[config.mk]
export PLATFORM = sky130hd
export DESIGN_NAME = latin1_composing_encoder_top
export DESIGN_NICKNAME = d
export VERILOG_FILES = /design/src/rtl/lce_pkg.sv /design/src/rtl/lce_decode.sv /design/src/rtl/lce_outq.sv /design/src/rtl/latin1_composing_encoder_top.sv
export SDC_FILE = /design/constraint.sdc
export NUM_CORES = 1
export LEC_CHECK = 0
export ABC_AREA = 1
export BUFFER_PORTS_ARGS = -buffer_cell sky130_fd_sc_hd__buf_2
export CAP_MARGIN = 5
export CORE_UTILIZATION = 60
export CTS_CLUSTER_DIAMETER = 100
export DETAILED_ROUTE_END_ITERATION = 12
export PLACE_DENSITY = 0.88
export SETUP_SLACK_MARGIN = 0.15
export SYNTH_ARGS = -nofsm -noshare
export SYNTH_HDL_FRONTEND = slang
export SYNTH_SLANG_ARGS = --single-unit
[constraint.sdc]
create_clock -name clock -period 5.3 [get_ports clock]
set_input_delay 0.795 -clock clock [delete_from_list [all_inputs] [get_ports clock]]
set_output_delay 0.795 -clock clock [all_outputs]
set_load 0.005 [all_outputs]
[src/rtl/lce_pkg.sv]
// ----------------------------------------------------------------------------
// lce_pkg
// Shared types and constants for the Latin-1 composing encoder.
// ----------------------------------------------------------------------------
package lce_pkg;

   // Field widths
   localparam int CP_W   = 21;
   localparam int BYTE_W = 8;
   localparam int HELD_W = 7;

   // Result queue sizing
   localparam int QUEUE_DEPTH = 4;
   localparam int PTR_W       = $clog2(QUEUE_DEPTH);
   localparam int CNT_W       = $clog2(QUEUE_DEPTH + 1);

   // Input kinds
   localparam logic KIND_CHAR  = 1'b0;
   localparam logic KIND_FLUSH = 1'b1;

   // Result status codes
   localparam logic STATUS_OK      = 1'b0;
   localparam logic STATUS_ILLEGAL = 1'b1;

   // Combining marks
   localparam logic [CP_W-1:0] MARK_GRAVE = CP_W'('h0300);
   localparam logic [CP_W-1:0] MARK_ACUTE = CP_W'('h0301);
   localparam logic [CP_W-1:0] MARK_CIRC  = CP_W'('h0302);
   localparam logic [CP_W-1:0] MARK_TILDE = CP_W'('h0303);
   localparam logic [CP_W-1:0] MARK_DIAER = CP_W'('h0308);
   localparam logic [CP_W-1:0] MARK_RING  = CP_W'('h030a);
   localparam logic [CP_W-1:0] MARK_CEDIL = CP_W'('h0327);

   // Code point ranges
   localparam logic [CP_W-1:0]   CP_SPACE    = CP_W'(32);
   localparam logic [CP_W-1:0]   CP_DEL      = CP_W'(127);
   localparam logic [CP_W-1:0]   CP_MAX      = CP_W'(255);
   localparam logic [HELD_W-1:0] HELD_NONE   = '0;

   // One result transaction
   typedef struct packed {
      logic [BYTE_W-1:0] out_byte;
      logic              status;
      logic              last;
   } result_type;

   // Up to two results produced by one input item, oldest in r0
   typedef struct packed {
      logic [1:0] cnt;
      result_type r0;
      result_type r1;
   } push_type;

endpackage

[src/rtl/lce_decode.sv]
// ----------------------------------------------------------------------------
// lce_decode
// Input register, held-letter register and the single-pass composition logic.
// ----------------------------------------------------------------------------
module lce_decode (
   input  logic                          clock,
   input  logic                          reset,
   input  logic                          in_valid,
   output logic                          in_ready,
   input  logic                          in_kind,
   input  logic [lce_pkg::CP_W-1:0]      in_cp,
   input  logic                          room,
   output lce_pkg::push_type             push
);

   // Look up a letter / mark pair; returns {found, composed byte}
   function automatic logic [8:0] compose_lookup(input logic [6:0] letter,
                                                 input logic [lce_pkg::CP_W-1:0] mark);
      logic       lower;
      logic [6:0] upper;
      logic       found;
      logic [7:0] comp;
      lower = (letter >= 7'h61) && (letter <= 7'h7a);
      upper = lower ? (letter - 7'h20) : letter;
      found = 1'b1;
      comp  = 8'h00;
      case (mark)
         lce_pkg::MARK_GRAVE: begin
            case (upper)
               7'h41:   comp = 8'hc0;
               7'h45:   comp = 8'hc8;
               7'h49:   comp = 8'hcc;
               7'h4f:   comp = 8'hd2;
               7'h55:   comp = 8'hd9;
               default: found = 1'b0;
            endcase
         end
         lce_pkg::MARK_ACUTE: begin
            case (upper)
               7'h41:   comp = 8'hc1;
               7'h45:   comp = 8'hc9;
               7'h49:   comp = 8'hcd;
               7'h4f:   comp = 8'hd3;
               7'h55:   comp = 8'hda;
               7'h59:   comp = 8'hdd;
               default: found = 1'b0;
            endcase
         end
         lce_pkg::MARK_CIRC: begin
            case (upper)
               7'h41:   comp = 8'hc2;
               7'h45:   comp = 8'hca;
               7'h49:   comp = 8'hce;
               7'h4f:   comp = 8'hd4;
               7'h55:   comp = 8'hdb;
               default: found = 1'b0;
            endcase
         end
         lce_pkg::MARK_TILDE: begin
            case (upper)
               7'h41:   comp = 8'hc3;
               7'h4e:   comp = 8'hd1;
               7'h4f:   comp = 8'hd5;
               default: found = 1'b0;
            endcase
         end
         lce_pkg::MARK_DIAER: begin
            case (upper)
               7'h41:   comp = 8'hc4;
               7'h45:   comp = 8'hcb;
               7'h49:   comp = 8'hcf;
               7'h4f:   comp = 8'hd6;
               7'h55:   comp = 8'hdc;
               // y-diaeresis exists in lowercase only
               7'h59: begin
                  comp  = 8'hdf;
                  found = lower;
               end
               default: found = 1'b0;
            endcase
         end
         lce_pkg::MARK_RING: begin
            if (upper == 7'h41) comp = 8'hc5;
            else found = 1'b0;
         end
         lce_pkg::MARK_CEDIL: begin
            if (upper == 7'h43) comp = 8'hc7;
            else found = 1'b0;
         end
         default: found = 1'b0;
      endcase
      // lowercase letters sit 0x20 above their capitals
      return {found, comp | {2'b00, lower, 5'b00000}};
   endfunction

   logic                                 vld_ff, vld_in;
   logic                                 kind_ff;
   logic [lce_pkg::CP_W-1:0]             cp_ff;
   logic [lce_pkg::HELD_W-1:0]           held_ff, held_in;

   logic                                 go;
   logic                                 have_held;
   logic [8:0]                           lookup;
   logic                                 found;
   logic [lce_pkg::CP_W-1:0]             cp_eff;
   logic                                 hold_new;
   logic                                 emit_held;
   logic                                 emit_main;
   lce_pkg::result_type                  held_res;
   lce_pkg::result_type                  main_res;

   assign go       = vld_ff & room;
   assign in_ready = ~vld_ff | room;

   // Input register
   always_ff @(posedge clock) begin
      if (reset) begin
         vld_ff <= 1'b0;
      end else begin
         vld_ff <= vld_in;
      end
      if (in_valid && in_ready) begin
         kind_ff <= in_kind;
         cp_ff   <= in_cp;
      end
   end

   assign vld_in = in_ready ? in_valid : vld_ff;

   // Composition and classification
   assign have_held = (held_ff != lce_pkg::HELD_NONE);
   assign lookup    = compose_lookup(held_ff, cp_ff);
   assign found     = have_held & lookup[8];
   assign cp_eff    = found ? lce_pkg::CP_W'(lookup[7:0]) : cp_ff;
   assign hold_new  = (cp_eff > lce_pkg::CP_SPACE) && (cp_eff < lce_pkg::CP_DEL);

   always_comb begin
      held_res.out_byte = {1'b0, held_ff};
      held_res.status   = lce_pkg::STATUS_OK;
      held_res.last     = 1'b0;

      main_res.out_byte = cp_eff[lce_pkg::BYTE_W-1:0];
      main_res.status   = lce_pkg::STATUS_OK;
      main_res.last     = 1'b1;
      if ((cp_eff > lce_pkg::CP_MAX) || (cp_eff == '0)) begin
         main_res.out_byte = '0;
         main_res.status   = lce_pkg::STATUS_ILLEGAL;
      end

      if (kind_ff == lce_pkg::KIND_FLUSH) begin
         emit_held = have_held;
         emit_main = 1'b0;
         held_in   = lce_pkg::HELD_NONE;
      end else begin
         emit_held = have_held & ~found;
         emit_main = ~hold_new;
         held_in   = hold_new ? cp_eff[lce_pkg::HELD_W-1:0] : lce_pkg::HELD_NONE;
      end
      held_res.last = ~emit_main;

      // Order results: held letter first, then the new character
      push.r0  = emit_held ? held_res : main_res;
      push.r1  = main_res;
      push.cnt = go ? (2'(emit_held) + 2'(emit_main)) : 2'd0;
   end

   // Held letter register
   always_ff @(posedge clock) begin
      if (reset) begin
         held_ff <= lce_pkg::HELD_NONE;
      end else if (go) begin
         held_ff <= held_in;
      end
   end

endmodule

[src/rtl/lce_outq.sv]
// ----------------------------------------------------------------------------
// lce_outq
// Small result queue: takes up to two results per cycle while it has room, returns one.
// ----------------------------------------------------------------------------
module lce_outq (
   input  logic                          clock,
   input  logic                          reset,
   input  lce_pkg::push_type             push,
   output logic                          room,
   output logic                          out_valid,
   input  logic                          out_ready,
   output lce_pkg::result_type           out_res
);

   lce_pkg::result_type                  mem_ff [lce_pkg::QUEUE_DEPTH];
   logic [lce_pkg::PTR_W-1:0]            wr_ptr_ff, wr_ptr_in;
   logic [lce_pkg::PTR_W-1:0]            rd_ptr_ff, rd_ptr_in;
   logic [lce_pkg::CNT_W-1:0]            count_ff, count_in;
   logic [lce_pkg::PTR_W-1:0]            wr_ptr_nxt;
   logic                                 pop;

   assign out_valid  = (count_ff != '0);
   assign out_res    = mem_ff[rd_ptr_ff];
   assign pop        = out_valid & out_ready;
   assign room       = (count_ff <= lce_pkg::CNT_W'(lce_pkg::QUEUE_DEPTH - 2));
   assign wr_ptr_nxt = lce_pkg::PTR_W'(wr_ptr_ff + 1'b1);

   // Pointer and occupancy update
   always_comb begin
      wr_ptr_in = lce_pkg::PTR_W'(wr_ptr_ff + lce_pkg::PTR_W'(push.cnt));
      rd_ptr_in = pop ? lce_pkg::PTR_W'(rd_ptr_ff + 1'b1) : rd_ptr_ff;
      count_in  = lce_pkg::CNT_W'(count_ff + lce_pkg::CNT_W'(push.cnt)
                                  - lce_pkg::CNT_W'(pop));
   end

   always_ff @(posedge clock) begin
      if (reset) begin
         wr_ptr_ff <= '0;
         rd_ptr_ff <= '0;
         count_ff  <= '0;
      end else begin
         wr_ptr_ff <= wr_ptr_in;
         rd_ptr_ff <= rd_ptr_in;
         count_ff  <= count_in;
      end
   end

   // Storage
   always_ff @(posedge clock) begin
      if (push.cnt != 2'd0) begin
         mem_ff[wr_ptr_ff] <= push.r0;
      end
      if (push.cnt == 2'd2) begin
         mem_ff[wr_ptr_nxt] <= push.r1;
      end
   end

`ifndef SYNTHESIS
   a_count_bound: assert property (@(posedge clock) disable iff (reset)
      count_ff <= lce_pkg::CNT_W'(lce_pkg::QUEUE_DEPTH))
      else $error("result queue overflow");

   a_push_needs_room: assert property (@(posedge clock) disable iff (reset)
      (push.cnt != 2'd0) |-> room)
      else $error("push without room");

   a_pop_only: assert property (@(posedge clock) disable iff (reset)
      (pop && push.cnt == 2'd0) |=> count_ff == lce_pkg::CNT_W'($past(count_ff) - 1'b1))
      else $error("occupancy did not drop on pop");

   a_ptr_gap: assert property (@(posedge clock) disable iff (reset)
      lce_pkg::PTR_W'(rd_ptr_ff + count_ff[lce_pkg::PTR_W-1:0]) == wr_ptr_ff)
      else $error("pointers disagree with occupancy");
`endif

endmodule

[src/rtl/latin1_composing_encoder_top.sv]
// ----------------------------------------------------------------------------
// latin1_composing_encoder_top
// Unicode code point to ISO-8859-1 encoder with base letter + mark composition.
// ----------------------------------------------------------------------------
// One request transaction is accepted per clock. Each request is registered,
// decoded combinationally against the held letter and its zero, one or two
// response bytes are written into a four-entry result queue. The response
// channel carries one byte per cycle while rsp_tready is high, so a request
// that yields two bytes takes two response transactions, and req_tready
// drops while a registered request waits and the queue holds more than two
// results. rsp_tlast marks the final response of each request.
// ----------------------------------------------------------------------------
module latin1_composing_encoder_top (
   input  logic        clock,
   input  logic        reset,
   input  logic        req_tvalid,
   output logic        req_tready,
   input  logic [23:0] req_tdata,   // [20:0] code_point, [23:21] zero
   input  logic        req_tuser,   // [0] kind (1 = flush)
   output logic        rsp_tvalid,
   input  logic        rsp_tready,
   output logic [7:0]  rsp_tdata,   // [7:0] out_byte
   output logic        rsp_tuser,   // [0] status (1 = illegal code point)
   output logic        rsp_tlast
);

   lce_pkg::push_type   push;
   lce_pkg::result_type rsp_res;
   logic                room;

   // Decode stage
   lce_decode u_decode (
      .clock    (clock),
      .reset    (reset),
      .in_valid (req_tvalid),
      .in_ready (req_tready),
      .in_kind  (req_tuser),
      .in_cp    (req_tdata[lce_pkg::CP_W-1:0]),
      .room     (room),
      .push     (push)
   );

   // Result queue
   lce_outq u_outq (
      .clock     (clock),
      .reset     (reset),
      .push      (push),
      .room      (room),
      .out_valid (rsp_tvalid),
      .out_ready (rsp_tready),
      .out_res   (rsp_res)
   );

   assign rsp_tdata = rsp_res.out_byte;
   assign rsp_tuser = rsp_res.status;
   assign rsp_tlast = rsp_res.last;

endmodule

Yosys cells after proc, flatten, opt, wreduce, memory -nomap -nowiden
Memories as Yosys holds them, arrays and structs flattened. A register that Yosys moved wholly into a read port is not among the register bits.
Cells that the tools add are included.
- register bits after elaboration: 37
- bits in latches: 0
- bits in writable memories: 40
- bits in read-only memories: 0
- input bits: 29
- output and inout bits: 12
- logic and storage cells: 89
- memories: 1
- memories (name ; words ; width ; rd ports ; clocked after memory_dff ; write ports ; RTL line ; RTL):
    u_outq.mem_ff ; 4 ; 10 ; 1 ; 1 ; 2 ; lce_outq.sv:15 ; lce_pkg::result_type mem_ff [lce_pkg::QUEUE_DEPTH];
- $add $sub $neg: 7
- $mul: 0
- div/mod/pow operators: 0
- magnitude comparators: 6
- eq/ne operators: 16
- shift-type cells: 0
- mux-type cells: 30
- bitwise operators: 10
- reduce and logical (&&, ||, !) cells: 12
- operators by type and width (cell ; count):
    $eq A21 B10 Y1 const B ; 7
    $pmux W8 S6 ; 2
    $pmux W8 S5 ; 2
    $eq A7 B7 Y1 const B ; 8
    $pmux W8 S7 ; 1
    $pmux W8 S3 ; 1
    $gt A21 B6 Y1 const B ; 1
    $gt A21 B8 Y1 const B ; 1
    $logic_not A21 Y1 ; 1
    $lt A21 B7 Y1 const B ; 1
    $mux W21 ; 1
    $mux W7 ; 3
    $mux W8 ; 2
    $mux W1 ; 11
    $mux W10 ; 1
    $mux W9 ; 1
    $or A8 B6 Y8 ; 1
    $ge A7 B7 Y1 const B ; 1
    $le A7 B7 Y1 const B ; 1
    $reduce_bool A7 Y1 ; 1
    $sub A7 B6 Y7 const B ; 1
    $mux W2 ; 3
    $pmux W1 S6 ; 1
    $reduce_or A6 Y1 ; 1
    other kinds (18) ; 27

Longest topological paths before layout
- word-level depth: 18
- mapped depth: 34
- mapped depth without buffers: 33

By module
From an unflattened synthesis, not the netlist that was laid out.
- cell total of the unflattened synthesis: 642
- area, all modules: 5072.4 um^2
- by module, submodules not included (module ; instances ; cells each ; area an instance (um^2) ; seq. area each (um^2)):
    lce_decode ; 1 ; 380 ; 2539.9 ; 820.8
    lce_outq ; 1 ; 262 ; 2532.4 ; 1381.3

Worst setup path after synthesis
No wires, ideal clock.
- path type: register -> register
- start: register u_decode.cp_ff[10] (netlist name)
- end: memory u_outq.mem_ff[3][1] (netlist name) (data pin)
- setup time: 0.143 ns
- arrival: 4.162 ns
- data required time: 5.157 ns
- path slack: 0.995 ns
- stages on the path, launching flop included: 24
- path buffers: 0
- period minus slack after synthesis: 4.305 ns
- cell sequence: edfxtp_1 or2_2 nor2_1 nand2_1 nor2_1 nand3_1 nor2_1 nand3_1 nand2_2 nor2_4 nand3_4 inv_2 nand2_2 nand2_2 nor2_1 nand3_2 a31oi_1 ha_1 inv_1 nor2_1 nor2_1 o21ai_0 o21ai_0 nor2_1
- RTL lines (item ; RTL line ; RTL):
    start, declared ; lce_decode.sv:98 ; logic [lce_pkg::CP_W-1:0] cp_ff;
    start signal, assigned ; lce_decode.sv:124 ; cp_ff <= in_cp;
    end, declared ; lce_outq.sv:15 ;

Worst setup path after layout
- start: register u_decode.held_ff[5] (netlist name)
- end: register u_outq.count_ff[2] (netlist name)
- longest elaborated chain between the ends: 17
- elaborated cells between the ends (all ways): 47
- classes of those cells: add/sub: 4; order compare: 4; eq/ne: 8; mux: 20; bitwise: 5; reduce/logical: 6
- ends and longest elaborated chain (item ; RTL line ; RTL):
    start, declared ; lce_decode.sv:99 ; logic [lce_pkg::HELD_W-1:0] held_ff, held_in;
    start signal, assigned ; lce_decode.sv:170 ; held_ff <= lce_pkg::HELD_NONE;
    start signal, assigned ; lce_decode.sv:172 ; held_ff <= held_in;
    $ge A7 B7 Y1 / $le A7 B7 Y1 (equally long branches) ; lce_decode.sv:23 ; lower = (letter >= 7'h61) && (letter <= 7'h7a);
    $logic_and A1 B1 Y1 ; lce_decode.sv:23 ;
    $mux W7 ; lce_decode.sv:24 ; upper = lower ? (letter - 7'h20) : letter;
    $eq A7 B7 Y1, on equally long branches ; - ;
    $reduce_or A5 Y1 (no source line), or another cell as far along ; - ;
    $pmux W1 S2, or another cell as far along ; lce_decode.sv:68 ; case (upper)
    $pmux W1 S6 ; lce_decode.sv:27 ; case (mark)
    $and A1 B1 Y1 ; lce_decode.sv:133 ; assign found = have_held & lookup[8];
    $mux W21 ; lce_decode.sv:134 ; assign cp_eff = found ? lce_pkg::CP_W'(lookup[7:0]) : cp_ff;
    $gt A21 B6 Y1 / $lt A21 B7 Y1 (equally long branches) ; lce_decode.sv:135 ; assign hold_new = (cp_eff > lce_pkg::CP_SPACE) && (cp_eff < lce_pkg::CP_DEL);
    $logic_and A1 B1 Y1 ; lce_decode.sv:135 ;
    $not A1 Y1 ; lce_decode.sv:156 ; emit_main = ~hold_new;
    $mux W1 ; lce_decode.sv:150 ; if (kind_ff == lce_pkg::KIND_FLUSH) begin
    $add A1 B1 Y2 * ; lce_decode.sv:164 ; push.cnt = go ? (2'(emit_held) + 2'(emit_main)) : 2'd0;
    $mux W2 * ; lce_decode.sv:164 ;
    $add A3 B2 Y3 * ; lce_outq.sv:32 ; count_in = lce_pkg::CNT_W'(count_ff + lce_pkg::CNT_W'(push.cnt)
    $sub A3 B1 Y3 * ; lce_outq.sv:33 ; - lce_pkg::CNT_W'(pop));
    end signal, assigned ; lce_outq.sv:44 ; count_ff <= count_in;
    end, declared ; lce_outq.sv:18 ; logic [lce_pkg::CNT_W-1:0] count_ff, count_in;
Mark *: on every way between the ends. The rest lies on a longest branch, timed or not.
A chain may end at the register's enable or synchronous reset.

==> run summary <==
Crit path time final -> 4.710 ns
Clock tree buffer depth -> 2
Cell variety after synth -> 44
Initial antenna violation count -> 0
Gpl congestion -> 0.9666
Share of cells above drive strength 1 -> 17.23%
PD cells -> 274.4 mW/mm^2
Die Wd -> 92.23 um
Synthesized area -> 0.004885 mm^2
Max-Cap Viols -> 0
Layout area overhead -> 10.50%
Worst-path clk slew -> 0.10 ns
Most frequent cells in the layout -> nand2_1, nor2_1, inv_1, nand3_1, edfxtp_1
Hold Path Class -> flop to flop
Detail Route Antenna Nets -> 0
Hold buffers post-CTS -> 0
CTS Buf Count -> 9
CP endpoint kind -> flop
Setup crit start kind -> flop
Placement-stage cell area -> 0.005180 mm^2
Starting Density -> 62.56%
Clk_skew -> 0.01524 ns
Mapped Cells -> 630
Post-cts resize count -> 0
Synth warn -> 0
Router iterations before antenna repair -> 6
Slew headroom -> 57.06%
Number of global-route vias before repair -> 4389
Seq/Total Area, Yosys -> 44.26%
Site Rows -> 32
CP max FO -> 9
Post-Syn Area per Cell -> 7.753 um^2
# nets final -> 710
Post-Place Setup Slack -> 0.3187 ns
Final slew viol count -> 0
CTS tree -> yes
Vias -> 4419
Worst Slack Setup Final -> 0.5904 ns
DR vias/cell -> 5.658
Routed len/inst -> 14.54 um
Gr usage total -> 29.18%
Grt ovf -> 0
Status -> complete, no violations
Initial DRC count -> 325
Setup TNS -> 0 ns
Syn Nets -> 666
Crit Path Category -> flop to flop
Clock Latency Late Sink -> 0.36 ns
Core Box Area -> 0.007807 mm^2
Design area -> 0.005398 mm^2
Die Height -> 92.23 um
Largest net degree at the start of global routing -> 23
Clock root buffer master -> clkbuf_8
IO buf count -> 37
Required @ worst endpoint -> 5.55 ns
CTS Sinks -> 79
Hold Vio Cnt, Final -> 0
Dpl cells -> 765
DRT Wirelength -> 11350 um
Cell Count, Final, Fillers Out -> 781
Register bit total from synthesis -> 79
Slowest-stage cell, CP -> dfxtp_2
Ports -> 41
RSZ-0062 raised after global routing -> no
Final setup viols -> 0
IR drop worst, VDD -> 243.3 uV
Peak per-stage delay on the critical path -> 0.47 ns
FMAX -> 212.3 MHz
Final HPWL from detailed placement -> 8616 um
Commonest non-fill, non-tap cell in the layout -> nand2_1
Post-CTS Setup Repair Bufs -> 0
Worst-margin pin slew -> 0.6433 ns
# DRC -> 0
Arr. time, crit path -> 4.96 ns
ANT cells -> 0
Htree depth -> 3
Lkg Pwr -> 0.002403 uW
Die ar. -> 0.008506 mm^2
Global-route wire length before repair -> 19360 um
Period utilization -> 88.86%
==> worst max-delay path, delay by kind of cell (launching register included) <==
family / cells / cell delay, ns
buffers and inverters: 4 / 0.39
and+or+nand+nor: 13 / 1.69
xor gates and xnor gates: 1 / 0.18
DFF: 1 / 0.47
adders and majority gates: 4 / 1.18
AOI/OAI and AO/OA: 4 / 0.70
==> cells in the mapped netlist <==
cell / instances / area, um^2
nand2_2: 15 / 93.84
edfxtp_1: 58 / 1742
a22oi_1: 1 / 7.510
and3_1: 1 / 6.260
o21ai_2: 1 / 8.760
o2111ai_2: 1 / 15.01
and2_1: 1 / 6.260
ha_1: 6 / 75.07
fa_1: 1 / 20.02
nand3b_1: 1 / 7.510
nand3_2: 6 / 60.06
nor3_1: 10 / 50.05
o21ai_0: 36 / 180.2
o21ai_4: 1 / 16.27
clkinv_1: 1 / 3.750
dfxtp_1: 21 / 420.4
clkbuf_8: 1 / 13.76
o22ai_1: 10 / 62.56
xnor2_1: 2 / 17.52
nor2_4: 6 / 67.56
nand4_1: 15 / 93.84
nor4_1: 2 / 12.51
buf_6: 2 / 22.52
a31oi_1: 2 / 12.51
inv_1: 73 / 274.0
nand2_1: 146 / 548.0
o211ai_1: 2 / 15.01
buf_4: 2 / 15.01
a21oi_1: 17 / 85.08
nand3_1: 60 / 300.3
nand3_4: 2 / 35.03
inv_2: 5 / 18.77
nand2_4: 3 / 33.78
o22a_1: 1 / 8.760
nand2_8: 1 / 20.02
nor2_1: 93 / 349.1
xor2_1: 3 / 26.28
nor2_2: 5 / 31.28
clkbuf_1: 7 / 26.28
inv_6: 1 / 8.760
nor3b_1: 3 / 22.52
a21oi_4: 2 / 32.53
or2_2: 2 / 12.51
inv_4: 1 / 6.260
==> layout make-up <==
cell class / count / area (um^2)
tap: 102 / 127.6
fill: 636 / 2410
inverter: 81 / 311.5
clock buffer: 9 / 123.9
multi-input combinational: 458 / 2349
timing repair buffer: 45 / 245.2
clock inverter: 7 / 77.57
sequential: 79 / 2163
==> sequential cells by signal, summed over array words and instances, names as in the netlist, named ones only <==
name              cells
u_decode.cp_ff       21
u_decode.held_ff      7
u_decode.kind_ff      1
u_decode.vld_ff       1
u_outq.count_ff       3
u_outq.mem_ff        40
u_outq.rd_ptr_ff      2
u_outq.wr_ptr_ff      2
==> stage by stage <==
| stage | util [%] | total power [uW] | hold slack, ns |
|---|---|---|---|
| finish | 69.13 | 1481 | 0.5012 |
| CTS | 68.93 | 1482 | 0.5017 |
| detailed placement | 66.35 | 1033 | 0.4786 |
| global placement | 66.35 | 1017 | 0.4771 |
| global route | 69.13 | 1555 | 0.5271 |
| floorplan | - | 942.6 | 0.4503 |
==> worst paths after layout <==
| path | startpoint | end | slack, ns | depth (start not counted) |
|---|---|---|---|---|
| min | u_outq.mem_ff[2][0] | u_outq.mem_ff[2][0] | 0.50 | 2 |
| max | u_decode.held_ff[5] | u_outq.count_ff[2] | 0.59 | 26 |
| min reg2reg | u_outq.mem_ff[2][0] | u_outq.mem_ff[2][0] | 0.50 | 2 |
| max reg2reg | u_decode.held_ff[5] | u_outq.count_ff[2] | 0.59 | 26 |
==> report_power, final <==
group | leakage (uW) | switching (uW) | internal (uW)
combinational | 0.00158 | 157 | 110
clock | 0.000104 | 236 | 224
sequential | 0.000719 | 41.0 | 712
total | 0.00240 | 435 | 1050
==> metal layers <==
metal	vias up	track usage, %	share of wire (%)
met3	47	6.302	6.0
li1	2178	-	-
met2	208	51.18	49
met1	1986	34.12	42
met4	0	13.02	3.4
met5	-	0	0
==> logic make-up after synthesis <==
group	share of synthesized area [%]
compound gates	9.093
xor+xnor	0.8967
fa+ha+maj	1.947
buf+inv	7.966
flops	44.26
simple gates	35.84
Note: power is estimated with default switching activity, not from simulation.
